## src/rtl/amh_pkg.sv

```systemverilog
package amh_pkg;

	localparam int CAPACITY = 1024;
	localparam int IDX_W    = $clog2(CAPACITY);
	localparam int CNT_W    = IDX_W + 1;
	localparam int SCORE_W  = 32;
	localparam int FUNC_W   = 2;
	localparam int ADDR_W   = 3;
	localparam int DATA_W   = 32;

	localparam logic [SCORE_W-1:0] TOP_SCORE = {1'b1, {(SCORE_W-1){1'b0}}};

	// input function codes
	localparam logic [FUNC_W-1:0] FUNC_POP     = 2'd0;
	localparam logic [FUNC_W-1:0] FUNC_BUMP    = 2'd1;
	localparam logic [FUNC_W-1:0] FUNC_DECAY   = 2'd2;
	localparam logic [FUNC_W-1:0] FUNC_RESTORE = 2'd3;

	// register index of num_elements
	localparam logic [ADDR_W-3:0] REG_NUM_ELEMENTS = '0;

	typedef enum logic [2:0] {
		OP_POP,
		OP_BUMP,
		OP_DECAY,
		OP_RESTORE,
		OP_NOP
	} op_t;

	// classified command in the queue between front and engine
	typedef struct packed {
		op_t              op;
		logic [IDX_W-1:0] element;
		logic [CNT_W-1:0] req;
	} cmd_t;

	typedef struct packed {
		logic [IDX_W-1:0] top_element;
		logic             empty_res;
		logic [CNT_W-1:0] valid_count;
	} res_t;

	typedef enum logic [4:0] {
		ST_CLEAR,
		ST_IDLE,
		ST_POP0,
		ST_POP1,
		ST_POP2,
		ST_POP3,
		ST_SINK0,
		ST_SINK1,
		ST_SINK2,
		ST_RL,
		ST_RR,
		ST_SR,
		ST_CMP,
		ST_SW,
		ST_REST,
		ST_BUMP0,
		ST_BUMP1,
		ST_BUMPW,
		ST_HALVE,
		ST_UP0,
		ST_UP1,
		ST_UP2,
		ST_UP3,
		ST_DONE
	} st_t;

	// halve with rounding up, no overflow
	function automatic logic [SCORE_W-1:0] halve(input logic [SCORE_W-1:0] s);
		return (s >> 1) + {{(SCORE_W-1){1'b0}}, s[0]};
	endfunction

endpackage

```

## src/rtl/amh_if.sv

```systemverilog
interface amh_in_if;
	import amh_pkg::*;
	logic                valid;
	logic                ready;
	logic [FUNC_W-1:0]   func;
	logic [IDX_W-1:0]    element;
	logic [CNT_W-1:0]    restore_count;
	modport source(output valid, func, element, restore_count, input ready);
	modport sink(input valid, func, element, restore_count, output ready);
endinterface


```

## src/rtl/amh_front.sv

```systemverilog
module amh_front (
	input  logic                    clk,
	input  logic                    arst_n,
	amh_in_if.sink                  in_ch,
	input  logic [amh_pkg::CNT_W-1:0] num_elements,
	input  logic                    hold,
	output logic                    cmd_valid,
	input  logic                    cmd_ready,
	output amh_pkg::cmd_t           cmd
);
	import amh_pkg::*;

	cmd_t       q_mem [2];
	logic       wp_q, rp_q;
	logic [1:0] fill_q;
	cmd_t       cls;
	logic       push, pop;

	// classify the incoming item
	always_comb begin
		cls.element = in_ch.element;
		cls.req     = (in_ch.restore_count > num_elements) ? num_elements
		                                                   : in_ch.restore_count;
		case (in_ch.func)
			FUNC_POP:     cls.op = OP_POP;
			FUNC_BUMP:    cls.op = ({1'b0, in_ch.element} < num_elements) ? OP_BUMP : OP_NOP;
			FUNC_DECAY:   cls.op = OP_DECAY;
			FUNC_RESTORE: cls.op = OP_RESTORE;
			default:      cls.op = OP_NOP;
		endcase
	end

	assign in_ch.ready = (fill_q != 2'd2) && !hold;
	assign push        = in_ch.valid && in_ch.ready;
	assign cmd_valid   = (fill_q != 2'd0);
	assign pop         = cmd_valid && cmd_ready;
	assign cmd         = q_mem[rp_q];

	// two-entry command queue
	always_ff @(posedge clk or negedge arst_n) begin
		if (!arst_n) begin
			wp_q   <= 1'b0;
			rp_q   <= 1'b0;
			fill_q <= 2'd0;
		end else begin
			if (push) wp_q <= ~wp_q;
			if (pop)  rp_q <= ~rp_q;
			case ({push, pop})
				2'b10:   fill_q <= fill_q + 2'd1;
				2'b01:   fill_q <= fill_q - 2'd1;
				default: fill_q <= fill_q;
			endcase
		end
	end

	always_ff @(posedge clk) begin
		if (push) q_mem[wp_q] <= cls;
	end

endmodule

```

## src/flat_wrapper.sv

```systemverilog
// flat-port wrapper written by rule: the top's interface ports become plain ports
module amh_front_flat import amh_pkg::*;
  (clk, arst_n, num_elements, hold, cmd_valid, cmd_ready, cmd, in_ch_valid, in_ch_func, in_ch_element, in_ch_restore_count, in_ch_ready);
  amh_in_if in_ch_i ();
  input  logic clk;
  input  logic arst_n;
  input  logic [amh_pkg::CNT_W-1:0] num_elements;
  input  logic hold;
  output logic cmd_valid;
  input  logic cmd_ready;
  output amh_pkg::cmd_t cmd;
  input wire logic [$bits(in_ch_i.valid)-1:0] in_ch_valid;
  input wire logic [$bits(in_ch_i.func)-1:0] in_ch_func;
  input wire logic [$bits(in_ch_i.element)-1:0] in_ch_element;
  input wire logic [$bits(in_ch_i.restore_count)-1:0] in_ch_restore_count;
  output wire logic [$bits(in_ch_i.ready)-1:0] in_ch_ready;
  assign in_ch_i.valid = in_ch_valid;
  assign in_ch_i.func = in_ch_func;
  assign in_ch_i.element = in_ch_element;
  assign in_ch_i.restore_count = in_ch_restore_count;
  assign in_ch_ready = in_ch_i.ready;
  amh_front u_core (.clk(clk), .arst_n(arst_n), .in_ch(in_ch_i), .num_elements(num_elements), .hold(hold), .cmd_valid(cmd_valid), .cmd_ready(cmd_ready), .cmd(cmd));
endmodule
```

## config.mk

```make
export PLATFORM = sky130hd
export DESIGN_NAME = amh_front_flat
export DESIGN_NICKNAME = d
export VERILOG_FILES = /design/src/rtl/amh_pkg.sv /design/src/rtl/amh_if.sv /design/src/rtl/amh_front.sv /design/src/flat_wrapper.sv
export SDC_FILE = /design/constraint.sdc
export NUM_CORES = 1
export LEC_CHECK = 0
export BUFFER_PORTS_ARGS = -buffer_cell sky130_fd_sc_hd__buf_2
export CORE_AREA = 2 2 84 86
export CTS_CLUSTER_DIAMETER = 40
export DETAILED_ROUTE_END_ITERATION = 10
export DIE_AREA = 0 0 86 88
export GPL_ROUTABILITY_DRIVEN = 1
export PLACE_DENSITY = 0.68
export RECOVER_POWER = 50
export SLEW_MARGIN = 20
export SYNTH_ARGS = -nofsm -noshare
export SYNTH_HDL_FRONTEND = slang
export SYNTH_SLANG_ARGS = --single-unit
```

## constraint.sdc

```tcl
create_clock -name clk -period 2.8 [get_ports clk]
set_input_delay 0.42 -clock clk [delete_from_list [all_inputs] [get_ports clk]]
set_output_delay 0.42 -clock clk [all_outputs]
set_load 0.02 [all_outputs]
```

# [Yosys cells after proc, flatten, opt, wreduce, memory -nomap -nowiden]
# Memory sizes are Yosys's and may differ from the RTL's.
# Cells that the tools add are included.
[classes] addsub=2 n_mul=0 div_mod_pow=0 n_lt_le_gt_ge=2 eq_ne=6 shifts=0 mux=6 bitwise=2 reduce_logical=7
[ops] operator="3-bit case mux with 4 select lines" count=1
[ops] operator="11-bit > comparator" count=1
[ops] operator="10-bit by 11-bit less-than comparator with 1-bit output" count=1
[ops] operator="11-bit 2-to-1 mux" count=1
[ops] operator="2-bit equality test (second input constant)" count=3
[ops] operator="2-bit by 1-bit equality test with 1-bit output (second input constant)" count=2
[ops] operator="2-bit case mux with 2 select lines" count=1
[ops] operator="2-bit nonzero test" count=2
[ops] operator="1-bit logical AND" count=3
[ops] operator="3-bit 2-to-1 mux" count=1
[ops] operator="2-bit by 1-bit adder with 2-bit output (second input constant)" count=1
[ops] operator="2-bit logical NOT" count=1
[ops] operator="1-bit 2-to-1 mux" count=2
[ops] operator="2-bit inequality test (second input constant)" count=1
[ops] operator="1-bit inverter" count=2
[ops] operator="2-bit by 1-bit subtractor with 2-bit output (second input constant)" count=1
[ops] operator="1-bit logical NOT" count=1
[totals] reg_bits=4 latch_bits=0 mem_bits_rw=48 romBits=0 output_inout_bits=26 wordCells=29 memories=1
[mem_list] memory="u_core.q_mem" depth=2 word_bits=24 rd=1 rd_clocked_by_memory_dff=0 wr=1 line_no="amh_front.sv:13" rtl="cmd_t q_mem [2];"

# [Depth between registers and ports, before layout]
# Gate-level depths: netlist of the first run.
[logic_depth] ltp_word=5 mapped_depth=7 depth_no_buf=7

# [Worst setup path after synthesis of the first run]
# No wires, ideal clock.
[synth_path] path_kind="register -> register" from="reg u_core.fill_q[0]" to="mem u_core.q_mem[0][0] in the netlist's numbering (enable)" setup_time_ps=405 arrival_time_ps=2084 required_ps=2395 setup_slack_ps=311 stages_incl_launch_ff=5 n_path_buf=0 synth_period_minus_slack_ps=2489 path_cell_list="dfrtp_1 -> inv_1 -> a21oi_1 -> nand2_1 -> nor2_1"
[synth_via] elab_chain_len=5
[synth_lines] item="start, declared" line_no="amh_front.sv:15" rtl="logic [1:0] fill_q;"
[synth_lines] item="start signal, assigned" line_no="amh_front.sv:49" rtl="2'b10: fill_q <= fill_q + 2'd1;"
[synth_lines] item="start signal, assigned" line_no="amh_front.sv:50" rtl="2'b01: fill_q <= fill_q - 2'd1;"
[synth_lines] item="start signal, assigned" line_no="amh_front.sv:51" rtl="default: fill_q <= fill_q;"
[synth_lines] item="2-bit inequality test" line_no="amh_front.sv:33" rtl="assign in_ch.ready = (fill_q != 2'd2) && !hold;"
[synth_lines] item="1-bit logical AND" line_no="amh_front.sv:33"
[synth_lines] item="net in_ch_ready" line_no="flat_wrapper.sv:16" rtl="output wire logic [$bits(in_ch_i.ready)-1:0] in_ch_ready;"
[synth_lines] item="1-bit logical AND" line_no="amh_front.sv:34" rtl="assign push = in_ch.valid && in_ch.ready;"
[synth_lines] item="1-bit 2-to-1 mux" line_no="amh_front.sv:57" rtl="if (push) q_mem[wp_q] <= cls;"
[synth_lines] item="1-bit 2-to-1 mux (implied by the code)" line_no="amh_front.sv:57"
[synth_lines] item="end, declared" line_no="amh_front.sv:13"
# The timed path passes the listed nets, and every way through them passes these cells.

# [Worst setup path in the final report of the first run]
[layout_path] from="reg u_core.fill_q[0]" to="mem u_core.q_mem[1][0] in the netlist's numbering (enable)"
[layout_via] elab_chain_len=5
[layout_lines] item="2-bit inequality test" line_no="amh_front.sv:33"
[layout_lines] item="1-bit logical AND" line_no="amh_front.sv:33"
[layout_lines] item="1-bit logical AND" line_no="amh_front.sv:34"
[layout_lines] item="1-bit 2-to-1 mux" line_no="amh_front.sv:57"
[layout_lines] item="1-bit 2-to-1 mux (implied by the code)" line_no="amh_front.sv:57"
# No other way between the ends.

==> metrics.txt, run 1 <==
outcome completed; Hold Startpoint in_ch_element[0]; Power Internal 1540 uW; count of pins over their slew limit 0; proportion of total power due to net switching 33.0%; initial antenna violation count 0; count of hold-fix buffers inserted at cts 1; kind of launch point of the worst setup path flop; detailed-route wire length approximately 4800 um; share of synthesized flip-flops with an asynchronous set or reset 7.69%; Sequential Power Share 46.1%; maximum resistive drop on vdd 186 uV; number of DRC violations after detailed-routing iteration 0 91; Top FF cell, synth edfxtp_1; placer's final routability congestion estimate 0.790; number of antenna repair diodes 0; max incr delay on CP 1.07 ns; die outline area 7570 um^2; CP top delay family buffers and inverters; fraction of post-synthesis cell area in the top cell type by area 55.9%; cell with the largest stage delay on the worst path clkbuf_1; synthesized flop and latch total 52; worst setup skew after layout 0.00307 ns; number of vias in the routed layout 1581; routed length per placed instance 15.0 um; Fin. Hold Viols 0; min cycle time layout 2.30 ns; RSZ-0062 raised after global routing no; Total Nets Final 302; power spent charging and discharging nets ~760 uW; mean instance size in the synthesized netlist 15.1 um^2; antenna-violating nets left 0; drt pass-1 iters 4; sequential element share of the synthesized area about three fifths; effective utilization at floorplan 38.8%; footprint of the multi-input gates 976 um^2; vias in the first global route 1552; number of flops mapped to enable cells by yosys 48; arrival time worst endpoint 2.21 ns; required time of the critical path 2.70 ns; number of instances in the synthesized netlist 171; transition time at the pin with the least slew margin 1.48 ns; worst min-delay path category primary input to flop; count of different cell masters after synthesis 28; largest cells by area after synthesis edfxtp_1 (56%), mux2_2 (14%), ha_1 (10%); DP HPWL 3590 um; final core utilization 46.5%; top layer in use met4; number of filler instances in the final layout around 610; number of setup buffers added after CTS 0; sequential cell area in the final layout 1540 um^2; count of endpoints failing setup in the final report 0; ordered cell list for the critical path inv_1 > a21oi_1 > and3_1 > clkbuf_1; overall fraction of global-route tracks in use 13.3%; leak pwr 0.00124 uW; IO Pins 65; number of levels in the clock H-tree 2; CTS Sinks 52; remaining max-slew budget at the tightest pin ~1.1%; fraction of layout cells with a size suffix above 1 38.3%; synthesis-to-layout area growth 19.7%; core area 6640 um^2; startpoint of the worst setup timing path u_core.fill_q[0]; clock tree buffer depth 2; largest area contributor in the netlist edfxtp_1; clock tree from TritonCTS built; Via-to-Cell Ratio 4.89; M1 wire length 2010 um; Layout Cells excl Fill 323; overflow left after global routing 0; Syn Std Cell Area 2580 um^2; Detail Route met2 WL between 2000 and 2500 um; largest fanout on the critical path 24; Clock power frac 17.0%; Skew-Pair Late Insertion Delay 0.29 ns; master cell of the clock root buffer clkbuf_8; standard-cell row count 30; height of the die 88 um; DR DRC count 0; register-to-register path setup slack 0.50 ns; sort of element at the end of the critical path flop; sum of negative setup slack 0 ns; yosys warns 0; final cycle utilization of the critical path 82.3%; max-cap violations 0; Post-Synthesis Net Count between 200 and 250; number of instances resized during post-cts repair 0; highest clock rate 434 MHz; combinational group share of total power 36.9%; Buf+Inv Stages, Crit Path 2; Horiz. Die Dim 86 um; pin count of the biggest net entering global routing 25; FF-to-FF Start u_core.fill_q[0]; kind of critical path flop to flop; clock transition at the registers of the reported paths about 0.08 ns; global-route wire length before repair approximately 7500 um; Power per Cell Area 746 nW/um^2; sum of met3 wire segment lengths after detailed routing 257 um; cell count after placement 314; count of input and output buffers 64; clock buffers created by TritonCTS 5
-- state kept, by name, summed over array words and instances (netlist names) --
name	count
u_core.fill_q	2
u_core.q_mem	48
u_core.wp_q	1
u_core.rp_q	1
-- Yosys cell counts (2+ instances only) --
master and count:
ha_1 21, mux2_1 2, xnor2_1 3, edfxtp_1 48, o21ai_0 4, xor2_1 2, dfrtp_1 4, nand4_1 4
inv_1 13, nor2_1 6, mux2_2 32, nand2_1 4, clkbuf_1 3, a21oi_1 8, a21o_1 4
-- cell usage in the layout, fill, tap and decap left out, types with 2 or more instances in the layout --
master	n
buf_2	49
edfxtp_1	48
mux2_2	32
ha_1	21
clkbuf_1	18
inv_1	13
a21oi_1	8
nor2_1	5
clkbuf_8	5
a21o_1	4
nand4_1	4
o21ai_0	4
nand2_1	4
dfrtp_1	4
xnor2_1	3
mux2_1	2
xor2_1	2
-- power groups by stage --
stage / clock, uW / sequential [uW] / combinational (uW)
2_1_floorplan: 0 / 1040 / 621
3_3_place_gp: 0 / 1070 / 869
3_5_place_dp: 0 / 1080 / 868
4_1_cts: 404 / 1060 / 874
5_1_grt: 443 / 1080 / 921
6_report: 392 / 1060 / 850
-- logic make-up (layout without fill, tap and decap cells) --
logic type / after synthesis / in the layout / synth area share (%)
flops: 52 / 52 / 59.8
fa+ha+maj: 21 / 21 / 10.2
xor+xnor: 5 / 5 / 1.70
mux: 34 / 34 / 14.8
simple gates: 20 / 20 / 3.98
compound gates: 22 / 22 / 7.04
buf+inv: 17 / 89 / 2.47
-- routing by layer --
layer,global-route usage [%],vias to the layer above
met5,0,-
met4,5.19,0
met3,3.30,4
li1,-,787
met1,16.1,748
met2,23.0,42
-- final timing paths --
| path | endpoint | depth (start not counted) |
|---|---|---|
| setup / recovery | u_core.q_mem[1][0] | 4 |
| hold / removal | u_core.q_mem[0][11] | 1 |
| setup reg to reg | u_core.q_mem[1][0] | 4 |
| hold reg to reg | u_core.fill_q[1] | 1 |
| max in group asynchronous | u_core.fill_q[0] | 2 |
| min in group asynchronous | u_core.fill_q[1] | 2 |
-- through the flow --
| stage | power (uW) | setup WS (ns) | hold slack (ns) | cell area [um^2] |
|---|---|---|---|---|
| 2_1_floorplan | 1660 | 0.311 | 0.124 | 2580 |
| 3_3_place_gp | 1940 | 0.240 | 0.231 | 3020 |
| 3_5_place_dp | 1950 | 0.182 | 0.230 | 3020 |
| 4_1_cts | 2340 | 0.494 | 0.320 | 3110 |
| 5_1_grt | 2440 | 0.311 | 0.344 | 3090 |
| 6_report | 2300 | 0.496 | 0.356 | 3090 |
-- final cells by class --
type	instances	share of cell area, %
clock buffer	7	2.47
clock inverter	1	0.122
tap	80	3.24
timing repair buffer	68	11.0
sequential	52	49.9
multi-input combinational	102	31.6
inverter	13	1.58
Power figures use the tool's default switching activity.
==> run 2, diff against run 1 <==
- PLACE_DENSITY: 0.68 -> 0.71
- clock period: 2.8 -> 2 ns (I/O delays scaled with it)
==> metrics.txt, run 2 (synthesized netlist as in run 1, its figures left out) <==
ordered cell list for the critical path buf_2 > inv_2 > ha_4 > nand4_1 > a211oi_2 > a2111oi_4 > a41oi_4 > buf_6 > mux2_2; Total Nets Final 320; core area around 6600 um^2; worst min-delay path category primary input to flop; clock tree from TritonCTS built; setup slack of the critical path after layout 0.0760 ns; cell area after layout 3390 um^2; number of DRC violations after detailed-routing iteration 0 89; Clock power frac 17.3%; CP top delay family compound AO/OA/AOI/OAI gates; transition time at the pin with the least slew margin between 0.7 and 0.8 ns; arrival time worst endpoint 1.98 ns; max-cap violations 0; kind of launch point of the worst setup path primary input; power consumption 3360 uW; clock transition at the registers of the reported paths 0.09 ns; clock tree buffer depth 2; standard-cell row count 30; CTS Sinks 52; cell area after placement 3250 um^2; most used cells in the layout excluding fill and tap cells buf_2 (49), edfxtp_1 (48), mux2_2 (26); global-route wire length before repair 8290 um; placer's final routability congestion estimate 0.790; number of filler instances in the final layout 616; master cell of the clock root buffer clkbuf_8; final core utilization about half; sum of negative setup slack 0 ns; vias in the first global route 1709; leak pwr 0.00136 uW; RSZ-0062 raised after global routing yes; clock buffers created by TritonCTS 5; outcome completed; Reg with most FFs u_core.q_mem; min cycle time layout about 1.9 ns; drt pass-1 iters 4; combinational group share of total power 39.6%; Skew-Pair Late Insertion Delay approximately 0.31 ns; detailed-route wire length 5310 um; Horiz. Die Dim 86 um; required time of the critical path 2.05 ns; fraction of layout cells with a size suffix above 1 approximately half; number of vias in the routed layout approximately 1700; die outline area 7570 um^2; count of endpoints failing setup in the final report 0; pin count of the biggest net entering global routing 26; overflow left after global routing 0; height of the die 88 um; largest fanout on the critical path 3; remaining max-slew budget at the tightest pin between 50% and 60%; DP HPWL around 3800 um; max incr delay on CP 0.35 ns; highest clock rate 520 MHz; effective utilization at floorplan 38.8%; IO Pins 65; DR DRC count 0; Via-to-Cell Ratio 5.02; number of levels in the clock H-tree 2; Fin. Hold Viols 0; Power per Cell Area approximately 1000 nW/um^2; Power Internal 2230 uW; proportion of total power due to net switching 33.8%; most frequent standard cell in the layout excluding fill and tap cells buf_2; sort of element at the end of the critical path flop; antenna-violating nets left 0; cell with the largest stage delay on the worst path mux2_2; count of pins over their slew limit 0; power spent charging and discharging nets 1140 uW; kind of critical path primary input to flop; Worst Setup Slack post-DPL -0.265 ns; initial antenna violation count 0; number of antenna repair diodes 0; flip-flop count of the largest register, all copies and words added 48; synthesis-to-layout area growth 31.4%; Buf+Inv Stages, Crit Path 3; biggest registers after layout u_core.q_mem: 48 flops, u_core.fill_q: 2 flops; final cycle utilization of the critical path 96.2%; overall fraction of global-route tracks in use 14.6%; Sequential Power Share 43.1%; routed length per placed instance about 16 um; maximum resistive drop on vdd around 380 uV; worst setup skew after layout ~0.008 ns; number of setup buffers added after CTS 0; count of input and output buffers 64
==> run 2: routing by layer <==
layer  share of wire, %  global-route usage, %
met2                 49                   25.1
met1                 42                   17.0
met3                5.7                   4.24
met4                2.8                   6.49
met5                  0                      0
==> run 2: cell type report <==
class | count | area [um^2] | share of cell area (%)
clock buffer | 6 | 72.6 | 2.14
clock inverter | 2 | 11.3 | 0.332
inverter | 13 | 53.8 | 1.59
multi-input combinational | 102 | 1110 | 32.8
sequential | 52 | 1540 | 45.5
tap | 80 | 100 | 2.95
timing repair buffer | 86 | 498 | 14.7
==> run 2: through the flow <==
stage / cells / hold slack (ns)
after floorplan: 171 / 0.00441
after CTS: 341 / 0.188
final: 341 / 0.233
after global routing: 341 / 0.238
after global placement: 332 / 0.108
after detailed placement: 332 / 0.111
==> run 2: final timing paths <==
path,start,to,slack (ns),cells past startpoint
max reg2reg,u_core.fill_q[0],u_core.q_mem[1][22],0.19,4
max in group asynchronous,arst_n,u_core.wp_q,1.47,2
min,in_ch_element[3],u_core.q_mem[1][14],0.23,1
max,num_elements[4],u_core.q_mem[1][1],0.08,9
min reg2reg,u_core.fill_q[1],u_core.fill_q[1],0.49,1
min in group asynchronous,arst_n,u_core.fill_q[0],0.34,2
==> run 2: repair_timing <==
action	CTS	global route
endpoints found under the setup margin	0	20
hold buffers	1	0
resized for setup	0	19
hold endpoints to repair	4	0
==> run 2: power by group through the flow <==
stage               logic, uW  registers [uW]  clock network [uW]
floorplan                 887            1450                   0
global placement         1320            1470                   0
detailed placement       1330            1470                   0
CTS                      1340            1450                 609
global route             1440            1470                 641
finish                   1330            1450                 582
